File: src/rtl/core/mlf_pkg.sv
`timescale 1ns / 1ps
// ----------------------------------------------------------------------------
// mlf_pkg
// Shared types and constants of the multi-lamp linear fader.
// ----------------------------------------------------------------------------
package mlf_pkg;

  localparam int unsigned LEVEL_W       = 24;  // current level, Q0.24
  localparam int unsigned VALUE_W       = 16;  // target, start, reported value, Q0.16
  localparam int unsigned ID_W          = 4;
  localparam int unsigned MAX_REPORT    = 16;
  localparam int unsigned DEF_NUM_LAMPS = 16;
  localparam int unsigned DEF_MIN_DELTA = 7;

  typedef enum logic [1:0] {
    OP_SET_ONE = 2'd0,
    OP_SET_ALL = 2'd1,
    OP_TICK    = 2'd2,
    OP_READ    = 2'd3
  } op_t;

  typedef enum logic [1:0] {
    ST_IDLE,
    ST_READ,
    ST_CALC,
    ST_WRITE
  } state_t;

  typedef struct packed {
    logic [LEVEL_W-1:0] cur;
    logic [VALUE_W-1:0] tgt;
    logic [VALUE_W-1:0] st;
  } lamp_entry_t;

endpackage

File: src/rtl/core/mlf_update.sv
`timescale 1ns / 1ps
// ----------------------------------------------------------------------------
// mlf_update
// Modify stage of the lamp read-modify-write: set and fade arithmetic.
// Stage one registers the entry and the distance product, stage two adds
// or subtracts the step and clamps at the target.
// ----------------------------------------------------------------------------
module mlf_update import mlf_pkg::*; #(
  parameter int unsigned MIN_DELTA = DEF_MIN_DELTA
) (
  input  logic               clk,
  input  logic               calc_en,
  input  lamp_entry_t        entry,
  input  logic [VALUE_W-1:0] rate,
  input  op_t                op,
  input  logic [VALUE_W-1:0] bright,
  output lamp_entry_t        entry_new
);

  logic [VALUE_W-1:0]   mag;
  logic                 neg;
  logic [2*VALUE_W-1:0] prod;

  lamp_entry_t          ent_q;
  logic                 neg_q;
  logic                 move_q;
  logic [2*VALUE_W-1:0] prod_q;

  logic [LEVEL_W-1:0]   step;
  logic [LEVEL_W-1:0]   tgt_l;
  logic [LEVEL_W:0]     up_sum;
  logic [LEVEL_W:0]     dn_diff;
  logic [LEVEL_W-1:0]   faded;

  assign neg  = entry.tgt < entry.st;
  assign mag  = neg ? (entry.st - entry.tgt) : (entry.tgt - entry.st);
  assign prod = {{VALUE_W{1'b0}}, mag} * {{VALUE_W{1'b0}}, rate};

  always_ff @(posedge clk) begin
    if (calc_en) begin
      ent_q  <= entry;
      neg_q  <= neg;
      prod_q <= prod;
      move_q <= (rate != '0) && (mag != '0) &&
                ({{(32-VALUE_W){1'b0}}, mag} >= 32'(MIN_DELTA));
    end
  end

  assign step    = prod_q[2*VALUE_W-1:8];
  assign tgt_l   = {ent_q.tgt, 8'd0};
  assign up_sum  = {1'b0, ent_q.cur} + {1'b0, step};
  assign dn_diff = {1'b0, ent_q.cur} - {1'b0, step};

  always_comb begin
    if (!move_q) begin
      faded = ent_q.cur;
    end else if (!neg_q) begin
      faded = (up_sum > {1'b0, tgt_l}) ? tgt_l : up_sum[LEVEL_W-1:0];
    end else begin
      faded = (dn_diff[LEVEL_W] || (dn_diff[LEVEL_W-1:0] < tgt_l)) ?
              tgt_l : dn_diff[LEVEL_W-1:0];
    end
  end

  always_comb begin
    entry_new = ent_q;
    case (op)
      OP_SET_ONE, OP_SET_ALL: begin
        if (rate == '0) begin
          entry_new.cur = {bright, 8'd0};
        end else begin
          entry_new.st  = ent_q.cur[LEVEL_W-1:8];
          entry_new.tgt = bright;
        end
      end
      OP_TICK: begin
        entry_new.cur = faded;
      end
      default: begin
        entry_new = ent_q;
      end
    endcase
  end

endmodule

File: src/rtl/core/multi_lamp_linear_fader_unit.sv
`timescale 1ns / 1ps
// ----------------------------------------------------------------------------
// multi_lamp_linear_fader_unit
// Brightness fader for a bank of lamps, state held in one lamp memory.
// ----------------------------------------------------------------------------
// Use:
//   Command channel (cmd_valid / cmd_stall): opcode, lamp_index, brightness.
//   A word is taken when cmd_valid is high and cmd_stall is low; cmd_stall
//   is high while a command is being worked.
//   Result channel (res_valid / res_stall): lamp_id, lamp_value, last.
//   Config channel (cfg_valid / cfg_ready): fade_rate, always ready; write
//   it only while the block is idle.
// Timing:
//   Every lamp visit is a read-modify-write on the lamp memory (read,
//   multiply, add/clamp/write; a read skips the write), one lamp at a time.
//   Set-one and read visit one lamp, then return to idle; a read result
//   is loaded into the output register from the write step.
//   Set-all and tick visit every lamp in turn; a tick reports
//   the first up to sixteen lamps in order, last marking the final one.
// Stall: a result waits in the output register; a tick or read holds its write
//   stage until the register frees, so nothing is lost or repeated.
// Reset: clears the per-lamp valid bits, so every lamp reads as zero, clears
//   fade_rate and res_valid. No clearing pass is needed.
// ----------------------------------------------------------------------------
module multi_lamp_linear_fader_unit import mlf_pkg::*; #(
  parameter int unsigned NUM_LAMPS = DEF_NUM_LAMPS,
  parameter int unsigned MIN_DELTA = DEF_MIN_DELTA
) (
  input  logic               clk,
  input  logic               rst,
  // command channel
  input  logic               cmd_valid,
  output logic               cmd_stall,
  input  logic [1:0]         opcode,
  input  logic [ID_W-1:0]    lamp_index,
  input  logic [VALUE_W-1:0] brightness,
  // result channel
  output logic               res_valid,
  input  logic               res_stall,
  output logic [ID_W-1:0]    lamp_id,
  output logic [VALUE_W-1:0] lamp_value,
  output logic               last,
  // config channel
  input  logic               cfg_valid,
  output logic               cfg_ready,
  input  logic [VALUE_W-1:0] fade_rate
);

  localparam int unsigned LW   = (NUM_LAMPS > 1) ? $clog2(NUM_LAMPS) : 1;
  localparam int unsigned NREP = (NUM_LAMPS > MAX_REPORT) ? MAX_REPORT : NUM_LAMPS;

  state_t             state, state_next;
  op_t                op_in;
  op_t                op;
  logic [VALUE_W-1:0] bright;
  logic [VALUE_W-1:0] rate;
  logic [LW-1:0]      cnt;
  logic [LW+3:0]      cnt_wide;
  logic [LW+3:0]      idx_wide;

  // lamp memory and its valid bits
  lamp_entry_t        mem [NUM_LAMPS];
  lamp_entry_t        rd_q;
  logic [NUM_LAMPS-1:0] vld;
  logic               vld_q;
  lamp_entry_t        entry_in;
  lamp_entry_t        entry_new;

  // sequencer controls
  logic cmd_take;
  logic load_cmd;
  logic calc_en;
  logic wr_en;
  logic emit;
  logic cnt_inc;
  logic single;
  logic in_range;
  logic need_emit;
  logic out_free;
  logic last_lamp;
  logic rep_last;

  assign cfg_ready = 1'b1;
  assign cmd_stall = (state != ST_IDLE);
  assign cmd_take  = cmd_valid && !cmd_stall;
  assign op_in     = op_t'(opcode);

  assign idx_wide = {{LW{1'b0}}, lamp_index};
  assign cnt_wide = {4'd0, cnt};
  assign single   = (op_in == OP_SET_ONE) || (op_in == OP_READ);
  assign in_range = idx_wide < (LW+4)'(NUM_LAMPS);

  assign out_free  = !res_valid || !res_stall;
  assign last_lamp = (cnt == LW'(NUM_LAMPS - 1));
  assign rep_last  = (cnt_wide == (LW+4)'(NREP - 1));
  assign need_emit = (op == OP_READ) ||
                     ((op == OP_TICK) && (cnt_wide < (LW+4)'(NREP)));

  // hold config until the next write
  always_ff @(posedge clk) begin
    if (rst) begin
      rate <= '0;
    end else if (cfg_valid && cfg_ready) begin
      rate <= fade_rate;
    end
  end

  always_ff @(posedge clk) begin
    if (rst) begin
      state <= ST_IDLE;
    end else begin
      state <= state_next;
    end
  end

  always_comb begin
    state_next = state;
    load_cmd   = 1'b0;
    calc_en    = 1'b0;
    wr_en      = 1'b0;
    emit       = 1'b0;
    cnt_inc    = 1'b0;
    case (state)
      ST_IDLE: begin
        // drop set-one and read words that address no lamp
        if (cmd_take && (!single || in_range)) begin
          load_cmd   = 1'b1;
          state_next = ST_READ;
        end
      end
      ST_READ: begin
        state_next = ST_CALC;
      end
      ST_CALC: begin
        calc_en    = 1'b1;
        state_next = ST_WRITE;
      end
      ST_WRITE: begin
        // hold here while a result is due and the output register is full
        if (!need_emit || out_free) begin
          wr_en = (op != OP_READ);
          emit  = need_emit;
          if ((op == OP_SET_ONE) || (op == OP_READ) || last_lamp) begin
            state_next = ST_IDLE;
          end else begin
            cnt_inc    = 1'b1;
            state_next = ST_READ;
          end
        end
      end
      default: begin
        state_next = ST_IDLE;
      end
    endcase
  end

  // latch the command word and walk the lamp counter
  always_ff @(posedge clk) begin
    if (load_cmd) begin
      op     <= op_in;
      bright <= brightness;
      cnt    <= single ? idx_wide[LW-1:0] : '0;
    end else if (cnt_inc) begin
      cnt <= cnt + 1'b1;
    end
  end

  // lamp memory: one read and one write port, registered read data
  always_ff @(posedge clk) begin
    if (wr_en) begin
      mem[cnt] <= entry_new;
    end
    rd_q <= mem[cnt];
  end

  always_ff @(posedge clk) begin
    if (rst) begin
      vld   <= '0;
      vld_q <= 1'b0;
    end else begin
      vld_q <= vld[cnt];
      if (wr_en) begin
        vld[cnt] <= 1'b1;
      end
    end
  end

  // a lamp never written reads as all zero
  assign entry_in = vld_q ? rd_q : '0;

  mlf_update #(
    .MIN_DELTA (MIN_DELTA)
  ) u_update (
    .clk       (clk),
    .calc_en   (calc_en),
    .entry     (entry_in),
    .rate      (rate),
    .op        (op),
    .bright    (bright),
    .entry_new (entry_new)
  );

  // output register
  always_ff @(posedge clk) begin
    if (rst) begin
      res_valid <= 1'b0;
    end else if (emit) begin
      res_valid <= 1'b1;
    end else if (res_valid && !res_stall) begin
      res_valid <= 1'b0;
    end
  end

  always_ff @(posedge clk) begin
    if (emit) begin
      lamp_id    <= cnt_wide[ID_W-1:0];
      lamp_value <= entry_new.cur[LEVEL_W-1:8];
      last       <= (op == OP_READ) || rep_last;
    end
  end

endmodule

File: config.mk
export PLATFORM = sky130hd
export DESIGN_NAME = multi_lamp_linear_fader_unit
export DESIGN_NICKNAME = d
export VERILOG_FILES = /design/src/rtl/core/mlf_pkg.sv /design/src/rtl/core/mlf_update.sv /design/src/rtl/core/multi_lamp_linear_fader_unit.sv
export SDC_FILE = /design/constraint.sdc
export NUM_CORES = 2
export LEC_CHECK = 0
export ABC_AREA = 1
export BUFFER_PORTS_ARGS = -buffer_cell sky130_fd_sc_hd__clkbuf_2
export CAP_MARGIN = 30
export CORE_MARGIN = 4
export CORE_UTILIZATION = 30
export CTS_BUF_LIST = sky130_fd_sc_hd__clkbuf_16
export DETAILED_ROUTE_END_ITERATION = 6
export GPL_TIMING_DRIVEN = 0
export SLEW_MARGIN = 5
export SYNTH_ARGS = -nofsm -noshare
export SYNTH_HDL_FRONTEND = slang
export SYNTH_SLANG_ARGS = --single-unit
File: constraint.sdc
create_clock -name clk -period 12.85 [get_ports clk]
set_clock_uncertainty 0.15 [all_clocks]
set_input_delay 0.6425 -clock clk [delete_from_list [all_inputs] [get_ports clk]]
set_output_delay 0.6425 -clock clk [all_outputs]
set_load 0.02 [all_outputs]
==> results.py <==
metrics = {
    "final_layout": {
        "final_cell_area_um2": 65700,
        "final_cell_mix": "edfxtp_1 (1021), nand2_1 (857), nor2_1 (819)",
        "layout.nets": 6170,
        "final_cells": 8302,
        "fin_util_pct": 34.9,
        "drive_above_1_share_pct": 8.10,
        "final_common_cell": "edfxtp_1",
        "areaGrowthSynthToFinish_pct": 15.4,
    },
    "floorplan": {
        "io_pins": 67,
        "rows": 159,
        "chipHeight_um": 444,
        "core_um2": 188000,
        "initial_core_util_pct": 30.3,
        "die_w_um": 444,
        "die_area_um2": 197000,
    },
    "worst_setup_path": {
        "cp_slowest_cell": "ha_1",
        "cp_max_fo": 10,
        "cpPeakStageDelay_ns": 0.60,
        "critPathArrivalTime_ns": 10.36,
        "worst_ep_required_time_ns": 13.17,
        "cp.buffers_inverters": 9,
        "start_kind": "register",
        "cp_top_family": "adder cells",
        "worstSetupPathType": "reg -> reg",
        "end_kind": "register",
    },
    "placed_design": {
        "placed_cells": 8060,
        "port-buffer-count": 64,
        "place_hpwl_um": 140000,
        "globalplace.congestion": 0.915,
        "place_area_um2": 62000,
    },
    "drt": {
        "vias": 41820,
        "drt_drc_violations_left": 0,
        "wl_per_cell_um": 22.2,
        "wl_um": 184000,
        "drtIter0Drc": 4059,
        "viasPerCell": 5.04,
        "postRouteAntennaNets": 0,
        "dr.pass1.iters": 6,
    },
    "grt": {
        "grt_pass1_vias": 41097,
        "grt_pass1_wl_um": 269000,
        "grt_max_degree": 58,
        "grt.overflow.total": 0,
        "grtUsageTotal_pct": 18.2,
        "antenna_found_initial": 3,
    },
    "cts": {
        "tritoncts": "yes",
        "clock_latency_ns": 0.73,
        "clock_path_buffers": 3,
        "clk_pin_slew_ns": 0.06,
        "root_buffer": "clkbuf_16",
        "post_cts_buffers": 0,
        "cts_sinks": 1113,
        "h-tree-depth": 3,
        "cts_buffers": 114,
    },
    "synthesis": {
        "netlist_area_um2": 56900,
        "synth-edff-count": 1021,
        "ys_types": 70,
        "synthFlopType": "edfxtp_1",
        "synth-seq-area-share_pct": 57.1,
        "syn_inst": 5410,
        "postSynthAreaPerCell_um2": 10.5,
        "synth-seq-cells": 1113,
        "syn-num-nets": 5873,
        "ys_warn_count": 0,
        "async_flop_share_pct": 0,
    },
    "timing": {
        "max_freq_mhz": 99.6,
        "fin_crit_sh_pct": 78.1,
        "tns_ns": 0,
        "fin_crit_ns": 10.04,
        "grt_setup_unrepaired": "false",
        "tightest_slew_ns": 1.11,
        "slew_viol_final": 0,
        "hold_viol_final": 0,
        "finalSetupViolations": 0,
        "maxSlewHeadroom_pct": 25.8,
    },
    "status": {
        "status": "complete, no violations",
    },
    "worst_hold_path": {
        "min-delay-path-class": "in -> reg",
    },
    "job": {
        "drv_cap": 0,
    },
}
worst reg2reg max path, delay by kind of cell (launching register included):
family,cells,cell delay [ns]
adders and majority gates,8,4.17
buffers and inverters,9,1.83
and+or+nand+nor,11,1.82
AOI/OAI and AO/OA,5,0.93
DFF,1,0.48
xor gates and xnor gates,1,0.39
worst paths after layout:
check	start	to	slack [ns]	cells past startpoint
max	vld_q$_SDFF_PP0_	u_update.prod_q[28]$_DFFE_PN_	2.81	34
min	fade_rate[10]	rate[10]$_SDFFE_PP0P_	0.06	3
max reg2reg	vld_q$_SDFF_PP0_	u_update.prod_q[28]$_DFFE_PN_	2.81	34
min reg2reg	vld[1]$_SDFFE_PP0P_	vld[1]$_SDFFE_PP0P_	0.31	2
sequential cells by signal, summed over array words and instances (netlist names), 2 cells and up:
name / count
u_update.prod_q: 24
state: 2
op: 2
cnt: 4
bright: 16
lamp_id: 4
rate: 16
rd_q: 56
vld: 16
u_update.ent_q: 56
lamp_value: 16
mem: 896
metrics by stage:
step	setup WS (ns)	hold WS [ns]
6_report	2.81	0.0553
3_5_place_dp	2.90	0.303
5_1_grt	2.34	0.0424
2_1_floorplan	5.32	0.286
4_1_cts	2.86	0.00245
3_3_place_gp	1.66	0.296
synth_stat cells, types with 10 or more instances:
cell,count,area (um^2)
a211oi_1,19,143
a21o_1,10,75.1
a21oi_1,129,646
a21oi_2,13,114
a31oi_1,19,119
buf_2,15,75.1
clkbuf_1,222,833
dfxtp_1,92,1840
edfxtp_1,1021,30700
fa_1,197,3940
ha_1,223,2790
inv_1,529,1990
inv_2,13,48.8
nand2_1,857,3220
nand2_2,21,131
nand3_1,91,455
nand4_1,78,488
nor2_1,832,3120
nor3_1,22,110
o21ai_0,556,2780
o21ba_2,12,120
o21bai_1,17,128
o22ai_1,225,1410
xnor2_1,12,105
xor2_1,65,569
routing by layer:
| metal | routed length, um | global-route usage [%] | vias to the layer above |
|---|---|---|---|
| met2 | 87800 | 30.6 | 1664 |
| met5 | 0 | 0 | - |
| met3 | 12800 | 2.73 | 341 |
| met4 | 8740 | 7.86 | 0 |
| met1 | 74900 | 23.3 | 20718 |
| li1 | - | - | 19097 |
cell type report:
class	count	area (um^2)
sequential	1113	32500
clock buffer	116	2900
multi-input combinational	3485	21500
inverter	552	2080
clock inverter	97	542
tap	2495	3120
fill	18858	123000
timing repair buffer	181	2000
antenna	3	7.51
buffer	260	1080
logic make-up after synthesis:
| kind of cell | after synthesis | synth area share (%) |
|---|---|---|
| AO/OA/AOI/OAI | 1051 | 10.5 |
| XOR/XNOR | 78 | 1.23 |
| adder cells (fa/ha/maj) | 420 | 11.8 |
| buffers and inverters | 812 | 5.55 |
| flip-flops | 1113 | 57.1 |
| other | 1 | 0.00659 |
| AND/OR/NAND/NOR | 1935 | 13.8 |
timing repair:
item	4_1_cts	5_1_grt
hold endpoints to repair	24	0
setup endpoints to repair	0	0
resized for setup	0	0
hold buffers	24	0
Power is not shown: default switching activity piles up to over one toggle a cycle in this logic, so the estimate is an artifact.
